===== config.mk =====
export PLATFORM = sky130hd
export DESIGN_NAME = dual_port_uart_fifo_router
export DESIGN_NICKNAME = d
export VERILOG_FILES = /design/src/design/dpufr_pkg.sv /design/src/design/dual_port_uart_fifo_router.sv /design/src/design/dpufr_mem.sv /design/src/design/dpufr_ctrl.sv
export SDC_FILE = /design/constraint.sdc
export NUM_CORES = 2
export LEC_CHECK = 0
export BUFFER_PORTS_ARGS = -buffer_cell sky130_fd_sc_hd__buf_2
export CORE_UTILIZATION = 38
export DETAILED_ROUTE_END_ITERATION = 10
export PLACE_DENSITY_LB_ADDON = 0.08
export REMOVE_ABC_BUFFERS = 1
export SETUP_SLACK_MARGIN = 0.4
export SLEW_MARGIN = 20
export SYNTH_ARGS = -nofsm -noshare
export SYNTH_HDL_FRONTEND = slang
export SYNTH_SLANG_ARGS = --single-unit

===== constraint.sdc =====
create_clock -name clk -period 8.6 [get_ports clk]
set_input_delay 0.86 -clock clk [delete_from_list [all_inputs] [get_ports clk]]
set_output_delay 0.86 -clock clk [all_outputs]
set_load 0.005 [all_outputs]

===== src/design/dpufr_pkg.sv =====
// Shared types and constants for the dual-port serial FIFO router
package dpufr_pkg;

  localparam int FIFO_DEPTH = 64;
  localparam int PTR_W      = (FIFO_DEPTH > 1) ? $clog2(FIFO_DEPTH) : 1;
  localparam int CNT_W      = $clog2(FIFO_DEPTH + 1);
  localparam int ADDR_W     = 2 + PTR_W;
  localparam int MEM_DEPTH  = 4 << PTR_W;

  typedef enum logic [2:0] {
    CMD_RX0  = 3'd0,
    CMD_RX1  = 3'd1,
    CMD_SEND = 3'd2,
    CMD_RECV = 3'd3,
    CMD_TX0  = 3'd4,
    CMD_TX1  = 3'd5
  } cmd_t;

  typedef enum logic [1:0] {
    STAT_OK    = 2'd0,
    STAT_DROP  = 2'd1,
    STAT_FULL  = 2'd2,
    STAT_EMPTY = 2'd3
  } status_t;

  typedef enum logic {
    ST_IDLE,
    ST_READ
  } state_t;

  typedef struct packed {
    cmd_t       command;
    logic [7:0] data_byte;
  } req_t;

  typedef struct packed {
    logic [7:0] out_byte;
    logic       out_port;
    status_t    status;
    logic       tx_pending_0;
    logic       tx_pending_1;
  } rsp_t;

  typedef struct packed {
    logic              wr_en;
    logic              rd_en;
    logic [ADDR_W-1:0] addr;
    logic [7:0]        wdata;
  } mem_req_t;

endpackage


===== src/design/dual_port_uart_fifo_router.sv =====
// Top level of the dual-port serial FIFO router
// Push and status-only words give a registered result in the cycle after
// acceptance; a pop's result follows the registered memory read and ST_READ.
// Pushes are taken one word per cycle unless rsp_ready holds results back;
// after a pop no word is taken until ST_READ is over. Reset clears pointers,
// counts and flags at once; FIFO contents are not cleared and need no clearing pass.
module dual_port_uart_fifo_router (
  input  logic             clk,
  input  logic             rst,
  input  logic             req_valid,
  output logic             req_ready,
  input  dpufr_pkg::req_t  req,
  output logic             rsp_valid,
  input  logic             rsp_ready,
  output dpufr_pkg::rsp_t  rsp
);

  dpufr_pkg::mem_req_t mem_req;
  logic [7:0]          rd_data;

  dpufr_ctrl u_ctrl (
    .clk       (clk),
    .rst       (rst),
    .req_valid (req_valid),
    .req_ready (req_ready),
    .req       (req),
    .rsp_valid (rsp_valid),
    .rsp_ready (rsp_ready),
    .rsp       (rsp),
    .mem_req   (mem_req),
    .rd_data   (rd_data)
  );

  dpufr_mem u_mem (
    .clk     (clk),
    .mem_req (mem_req),
    .rd_data (rd_data)
  );

endmodule


===== src/design/dpufr_mem.sv =====
// Byte memory holding all four FIFO stores, one access per cycle, registered read
module dpufr_mem (
  input  logic                 clk,
  input  dpufr_pkg::mem_req_t  mem_req,
  output logic [7:0]           rd_data
);

  logic [7:0] mem [dpufr_pkg::MEM_DEPTH];

  always_ff @(posedge clk) begin
    if (mem_req.wr_en) begin
      mem[mem_req.addr] <= mem_req.wdata;
    end
    if (mem_req.rd_en) begin
      rd_data <= mem[mem_req.addr];
    end
  end

endmodule


===== src/design/dpufr_ctrl.sv =====
// FIFO pointers, counts, routing decisions and result register
module dpufr_ctrl (
  input  logic                 clk,
  input  logic                 rst,
  input  logic                 req_valid,
  output logic                 req_ready,
  input  dpufr_pkg::req_t      req,
  output logic                 rsp_valid,
  input  logic                 rsp_ready,
  output dpufr_pkg::rsp_t      rsp,
  output dpufr_pkg::mem_req_t  mem_req,
  input  logic [7:0]           rd_data
);

  localparam int PW = dpufr_pkg::PTR_W;
  localparam int CW = dpufr_pkg::CNT_W;

  dpufr_pkg::state_t  state, state_next;
  logic [PW-1:0]      rd_ptr [4];
  logic [PW-1:0]      wr_ptr [4];
  logic [CW-1:0]      count  [4];
  logic               reply_port, reply_next;
  logic [1:0]         tx_pend, pend_next;
  logic [1:0]         q;
  logic               push, pop, accept, res_port;
  dpufr_pkg::status_t res_status;

  function automatic logic [PW-1:0] ptr_inc(input logic [PW-1:0] ptr);
    ptr_inc = (ptr == PW'(dpufr_pkg::FIFO_DEPTH - 1)) ? '0 : ptr + PW'(1);
  endfunction

  always_comb begin
    q          = 2'd0;
    push       = 1'b0;
    pop        = 1'b0;
    reply_next = reply_port;
    pend_next  = tx_pend;
    res_port   = 1'b0;
    res_status = dpufr_pkg::STAT_OK;
    case (req.command)
      dpufr_pkg::CMD_RX0, dpufr_pkg::CMD_RX1: begin
        q        = {1'b0, req.command[0]};
        res_port = req.command[0];
        if (count[q] == CW'(dpufr_pkg::FIFO_DEPTH)) begin
          res_status = dpufr_pkg::STAT_DROP;
        end else begin
          push = 1'b1;
        end
      end
      dpufr_pkg::CMD_SEND: begin
        q        = {1'b1, reply_port};
        res_port = reply_port;
        if (count[q] == CW'(dpufr_pkg::FIFO_DEPTH)) begin
          res_status = dpufr_pkg::STAT_FULL;
        end else begin
          push                  = 1'b1;
          pend_next[reply_port] = 1'b1;
        end
      end
      dpufr_pkg::CMD_RECV: begin
        if (count[0] != '0) begin
          q          = 2'd0;
          pop        = 1'b1;
          reply_next = 1'b0;
        end else if (count[1] != '0) begin
          q          = 2'd1;
          pop        = 1'b1;
          reply_next = 1'b1;
        end else begin
          res_status = dpufr_pkg::STAT_EMPTY;
        end
        res_port = reply_next;
      end
      dpufr_pkg::CMD_TX0, dpufr_pkg::CMD_TX1: begin
        q        = {1'b1, req.command[0]};
        res_port = req.command[0];
        if (count[q] != '0) begin
          pop = 1'b1;
        end else begin
          res_status = dpufr_pkg::STAT_EMPTY;
        end
        if (count[q] <= CW'(1)) begin
          pend_next[req.command[0]] = 1'b0;
        end
      end
      default: begin
      end
    endcase
  end

  always_comb begin
    state_next = state;
    req_ready  = 1'b0;
    case (state)
      dpufr_pkg::ST_IDLE: begin
        req_ready = !rsp_valid || rsp_ready;
        if (req_valid && req_ready && pop) begin
          state_next = dpufr_pkg::ST_READ;
        end
      end
      dpufr_pkg::ST_READ: begin
        state_next = dpufr_pkg::ST_IDLE;
      end
      default: begin
        state_next = dpufr_pkg::ST_IDLE;
      end
    endcase
  end

  assign accept        = req_valid && req_ready;
  assign mem_req.wr_en = accept && push;
  assign mem_req.rd_en = accept && pop;
  assign mem_req.addr  = {q, push ? wr_ptr[q] : rd_ptr[q]};
  assign mem_req.wdata = req.data_byte;

  always_ff @(posedge clk) begin
    if (rst) begin
      state      <= dpufr_pkg::ST_IDLE;
      rsp_valid  <= 1'b0;
      reply_port <= 1'b0;
      tx_pend    <= 2'b00;
      for (int i = 0; i < 4; i++) begin
        rd_ptr[i] <= '0;
        wr_ptr[i] <= '0;
        count[i]  <= '0;
      end
    end else begin
      state <= state_next;
      if (accept) begin
        reply_port <= reply_next;
        tx_pend    <= pend_next;
        rsp_valid  <= !pop;
        if (push) begin
          wr_ptr[q] <= ptr_inc(wr_ptr[q]);
          count[q]  <= count[q] + CW'(1);
        end
        if (pop) begin
          rd_ptr[q] <= ptr_inc(rd_ptr[q]);
          count[q]  <= count[q] - CW'(1);
        end
      end else if (state == dpufr_pkg::ST_READ) begin
        rsp_valid <= 1'b1;
      end else if (rsp_ready) begin
        rsp_valid <= 1'b0;
      end
    end
  end

  // hold result payload; patch in the popped byte from the registered read data in ST_READ
  always_ff @(posedge clk) begin
    if (accept) begin
      rsp.out_byte     <= 8'd0;
      rsp.out_port     <= res_port;
      rsp.status       <= res_status;
      rsp.tx_pending_0 <= pend_next[0];
      rsp.tx_pending_1 <= pend_next[1];
    end else if (state == dpufr_pkg::ST_READ) begin
      rsp.out_byte <= rd_data;
    end
  end

endmodule


# --- Word-level counts from Yosys, hierarchy flattened ---
# Memory sizes are Yosys's and may differ from the RTL's. A register that Yosys moved wholly into a read port is not among the register bits.
# Cells that the tools add are included.
word_totals:
  n_memories: 4
  ram_bits: 2124
  elab_cells: 117
  in_bits: 15
  regBits: 18
classes:
  bitwise: 5
  n_mux: 59
  eq_ne: 9
  n_reduce_logical: 22
  add_sub_neg: 4
  order_cmp: 5
memory_table:
  columns: ["memory", "depth", "width", "read_ports", "rd_clocked_by_memory_dff", "wr", "line_no", "rtl"]
  rows:
  - ["u_mem.mem", 256, 8, 1, 1, 1, "dpufr_mem.sv:8", "logic [7:0] mem [dpufr_pkg::MEM_DEPTH];"]
  - ["u_ctrl.count", 4, 7, 6, 1, 4, "dpufr_ctrl.sv:21", "logic [CW-1:0] count [4];"]
  - ["u_ctrl.rd_ptr", 4, 6, 1, 0, 4, "dpufr_ctrl.sv:19", "logic [PW-1:0] rd_ptr [4];"]
  - ["u_ctrl.wr_ptr", 4, 6, 1, 0, 4, "dpufr_ctrl.sv:20", "logic [PW-1:0] wr_ptr [4];"]
ops:
  columns: ["cell", "n"]
  rows:
  - ["2-to-1 mux 1 bit", 31]
  - ["2-to-1 mux 6 bit", 5]
  - ["2-to-1 mux 2 bit", 12]
  - ["nonzero test 7 bit", 3]
  - ["one-hot mux 2 bit (4 select lines)", 2]
  - ["equality test 7 bit, second input constant", 2]
  - ["2-to-1 mux 7 bit", 2]
  - ["adder 6 x 1 -> 6 bit, second input constant", 2]
  - ["equality test 6 bit, second input constant", 2]
  - ["OR reduction 6 bit", 2]
  - ["adder 7 x 1 -> 7 bit, second input constant", 1]
  - ["less-or-equal comparator 7 x 1 -> 1 bit, second input constant", 1]
  - ["logical AND 1 bit", 7]
  - ["OR reduction 7 bit", 1]
  - ["subtractor 7 x 1 -> 7 bit, second input constant", 1]
  - ["equality test 3 x 2 -> 1 bit, second input constant", 2]
  - ["equality test 3 bit, second input constant", 2]
  - ["one-hot mux 1 bit (2 select lines)", 3]
  - ["< comparator 1 x 2 -> 1 bit, second input constant", 2]
  - ["one-hot mux 2 bit (2 select lines)", 1]
  - ["OR reduction 2 bit", 2]
  - ["OR reduction 4 bit", 1]
  - ["equality test 3 x 1 -> 1 bit, second input constant", 1]
  - ["logical NOT 3 bit", 1]
  - ["12 further kinds", 15]

# --- Longest topological paths before layout ---
# An unclocked memory read counts as a cell.
depth:
  depth_word: 12
  ltp_mapped: 18
  ltp_nobuf: 16

# --- By module ---
# From an unflattened synthesis, not the netlist that was laid out.
hier_totals:
  hier_cells: 3960
  area_unflattened_um2: 83420.0
modules_own_cells:
  columns: ["module", "n_inst", "area_per_inst_um2", "seq_area_each_um2", "cells_per_inst"]
  rows:
  - ["dpufr_mem", 1, 78572.9, 61739.2, 3547]
  - ["dpufr_ctrl", 1, 4847.1, 2712.6, 413]

# --- Worst setup path before layout ---
# OpenSTA, ideal clock, no wires.
synth_path:
  path_type: "input -> register"
  from: "in req[8] in the netlist's numbering"
  to: "mem u_mem.mem[137][0] (enable)"
  cell_stages: 13
  slack_ps: 4229
  t_arrival_ps: 3988
  setup_ps: 383
  path_cell_list: "buf_6 > or3b_4 > nand2_1 > buf_4 > buf_2 > mux4_2 > mux2i_1 > buf_4 > buf_2 > buf_2 > nand2_1 > clkbuf_1 > nor3_1"
synth_between:
  elab_chain_cells: 7
  elab_cells_between_ends: 19
  cone_classes: "eq/ne (6); mux (6); reduce/logical (4); memory (3)"
synth_rtl:
  columns: ["element", "line_no", "rtl"]
  rows:
  - ["start, declared", "dual_port_uart_fifo_router.sv:12", "input dpufr_pkg::req_t req,"]
  - ["memory read (4 x 7 bit)", null, null]
  - ["equality test 7 bit", "dpufr_ctrl.sv:44", "if (count[q] == CW'(dpufr_pkg::FIFO_DEPTH)) begin"]
  - ["2-to-1 mux 1 bit", "dpufr_ctrl.sv:44", null]
  - ["one-hot mux 1 bit (2 select lines)", "dpufr_ctrl.sv:40", "case (req.command)"]
  - ["logical AND 1 bit", "dpufr_ctrl.sv:111", "assign mem_req.wr_en = accept && push;"]
  - ["2-to-1 mux 1 bit", "dpufr_mem.sv:11", "if (mem_req.wr_en) begin"]
  - ["2-to-1 mux 1 bit (implied by the code)", "dpufr_mem.sv:12", "mem[mem_req.addr] <= mem_req.wdata;"]
  - ["end, declared", "dpufr_mem.sv:8", null]
# Parallel ways exist; a longest one is shown, timed or not.

==> out/results.ini <==
[layout]
drive_gt1_share_pct = 9.706
area_delta_synth_final_pct = 12.64
utilization_pct = 43.22
fin_nets = 5782

[cts]
cts_resized = 0
h-tree-depth = 4
root_buffer = clkbuf_16
cts_buffers = 230
clk_latency_ns = 0.86
clk_pin_slew_ns = 0.06
cts_tree = yes
cts_hold_buf = 0
postCtsSetupRepairBufs = 0
cts_sinks = 2151
clock_path_buffers = 3

[sta]
rsz0062_at_grt = false
max_freq_mhz = 153.6
skew_ns = 0.03269
worstMarginPinSlew_ns = 1.286
finalMaxSlewViolations = 0
timing.final.crit_period_ns = 6.510
timing.slew.headroom_pct = 13.49
hold_viol_final = 0
setup-violations-final = 0
layout_worst_path_cycle_share_pct = 75.70
setup_tns_ns = 0

[job]
cap_viol_max_count = 0

[synthesis]
syn_area_per_cell_um2 = 15.46
synth-seq-area-share_pct = 73.56
yosysMostFrequentCell = edfxtp_1
yosys-top-cells-count = edfxtp_1 (2137), mux2i_1 (1064), nand2_1 (890)
synth_edf_count = 2137
yosysTopAreaCell = edfxtp_1
synth_flop_cell = edfxtp_1
synthArstFlopShare_pct = 0
synthCells = 5669
syn_area_mm2 = 0.08762
yosysUniqueCellTypes = 64
synth-seq-cells = 2151
synth_top_cell_area_share_pct = 73.24
synth_area_leaders = edfxtp_1 (73%), mux2i_1 (12%), nand2_1 (3.8%)
yosysWarnings = 0

[worst_hold_path]
min_path_cells = 3
min_to = u_ctrl.rsp_valid$_SDFFE_PP0P_
hp-start = req_valid
hold_path.class = primary input to register

[grt]
grt_pass1_wl_um = 354500
grt_pass1_vias = 46981
antenna_found_initial = 12
grt_max_degree = 147
grtUsageTotal_pct = 21.35
overflow = 0

[setup_path]
slowest_stage = nor4_1
worst-path-buf-inv = 3
cp_max_fo = 52
timing.reg2reg.setup_slack_ns = 2.09
startpoint_type = register
crit_chain = nor4_2 -> and3_1 -> a21o_1 -> mux2i_1 -> a2111oi_4 -> buf_12 -> buf_4 -> buf_4 -> mux2i_1 -> mux2i_1 -> a22oi_1 -> nand4_1 -> nor4_1 -> nor4_1
crit_top_cell = mux2i_1
end_kind = register
crit_type = register to register
critical_path_arrival_ns = 7.06
required_ns = 9.15
r2r_end = u_mem.rd_data[3]$_DFFE_PP_
crit_path_max_incr_delay_ns = 1.10
reg2reg_from = u_ctrl.count[0][0]$_SDFFCE_PN0P_
ff2ff_path_depth = 14
cpLargestDelayFamily = simple AND/OR/NAND/NOR gates

[drt]
dr_wl_met3_um = 11640
drtAntennaViolNets = 0
drc = 0
num_vias = 48236
wl_per_cell_um = 28.05
dr_wl_met2_um = 118200
via_per_inst = 5.379
drtIter0Drc = 4513
met1_length_um = 116300
top_layer = met4
dr.pass1.iters = 7
wl_um = 251500

[die]
start_util_pct = 38.37
fp.dieW_um = 482.2
dieHeight_um = 482.2
ios = 30
dieArea_mm2 = 0.2325
coreArea_mm2 = 0.2284
std_cell_rows = 175

[placed_design]
io_buffers = 29
gp_congestion = 0.8075
place.detailed.hpwl_um = 150500

[power_and_ir_drop]
power_leakage_uw = 0.03438
peakVddDrop_mv = 0.1598
powerDensity_mw_per_mm2 = 240.3

[run_status]
status = completed

## state kept, by name, indices dropped and copies added, names as in the netlist, 2 cells and up, named ones only
name,count
u_ctrl.count,28
u_ctrl.rsp,13
u_mem.mem,2048
u_ctrl.wr_ptr,24
u_ctrl.rd_ptr,24
u_ctrl.tx_pend,2
u_mem.rd_data,8
## cell usage in the layout (no fill, tap or decap), types with 6 or more instances in the layout
master     instances
a211oi_1          24
a21o_1            10
a21oi_1           27
a22oi_1          166
a311oi_1          12
a31oi_1           13
and2_0             6
and2_1            14
and3_1             7
buf_12            15
buf_2             23
buf_4            157
buf_8              9
bufinv_16         16
clkbuf_1          62
clkbuf_16        232
clkbuf_8           6
clkinv_1          59
clkinv_2          35
dfxtp_1           14
edfxtp_1        2137
ha_1               7
inv_1             23
inv_6              6
mux2i_1         1062
nand2_1          887
nand2b_1           8
nand3_1          169
nand4_1           75
nor2_1           299
nor2_2             8
nor3_1            48
nor3_2             8
nor3_4            16
nor4_1            33
o211ai_1         142
o21ai_0           26
o21bai_1           7
xnor2_1           10
## layout make-up
| cell class | count | area [um^2] |
|---|---|---|
| diodes | 3 | 7.507 |
| flip-flops and latches | 2151 | 64450 |
| fillers | 20433 | 129700 |
| repair buffers | 204 | 1729 |
| well taps | 3009 | 3765 |
| multi-input cells | 3149 | 21410 |
| clock buffers | 300 | 6121 |
| clock inverters | 128 | 1127 |
| inverters | 23 | 86.33 |
## through the flow
| stage | hold slack (ns) | area (um^2) | cells | worst slack, ns | power [uW] |
|---|---|---|---|---|---|
| after global placement | 0.4748 | 91340 | 8532 | 1.428 | 14350 |
| after detailed placement | 0.4913 | 91440 | 8536 | 1.714 | 14370 |
| after CTS | 0.1883 | 98680 | 8964 | 2.131 | 23950 |
| after global routing | 0.2420 | 98690 | 8965 | 1.911 | 24460 |
| final | 0.2727 | 98700 | 8967 | 2.090 | 23720 |
| after floorplan | 0.4565 | 85720 | 5323 | -44.77 | 16240 |
## report_power, final
part / switching, uW / leakage (uW) / internal, uW / total [uW]
combinational: 1760 / 0.0114 / 779 / 2530
clock: 4120 / 0.00354 / 5470 / 9590
sequential: 20.8 / 0.0194 / 11600 / 11600
total: 5900 / 0.0344 / 17800 / 23700
## worst register-to-register path: cells and delay by family (launching register included)
kind / cells / cell delay, ns
AO/OA/AOI/OAI: 3 / 1.23
buffers and inverters: 3 / 1.50
AND/OR/NAND/NOR: 5 / 2.47
flip-flops: 1 / 0.40
multiplexers: 3 / 0.61
## logic make-up after synthesis
group / synth area share (%)
AO/OA/AOI/OAI: 3.777
XOR/XNOR: 0.1199
adder cells (fa/ha/maj): 0.1228
buffers and inverters: 2.265
flip-flops: 73.56
multiplexers: 12.29
AND/OR/NAND/NOR: 7.865
## worst max-delay path by stage
stage	startpoint	end	slack [ns]	cells after the start
floorplan	req[8]	u_mem.mem[145][0]$_DFFE_PP_	-44.77	7
global placement	req[8]	u_mem.rd_data[7]$_DFFE_PP_	1.43	14
detailed placement	req[8]	u_mem.rd_data[7]$_DFFE_PP_	1.71	15
CTS	u_ctrl.count[1][0]$_SDFFCE_PN0P_	u_mem.rd_data[7]$_DFFE_PP_	2.13	14
global route	u_ctrl.count[1][0]$_SDFFCE_PN0P_	u_mem.rd_data[7]$_DFFE_PP_	1.91	14
finish	u_ctrl.count[0][0]$_SDFFCE_PN0P_	u_mem.rd_data[3]$_DFFE_PP_	2.09	14
## metal layers
metal,GRT usage [%],vias up
li1,-,21823
met1,30.64,24926
met2,34.29,1185
met3,2.850,302
met4,5.140,0
met5,0,-
No activity file was read; power rests on OpenSTA's default activity.
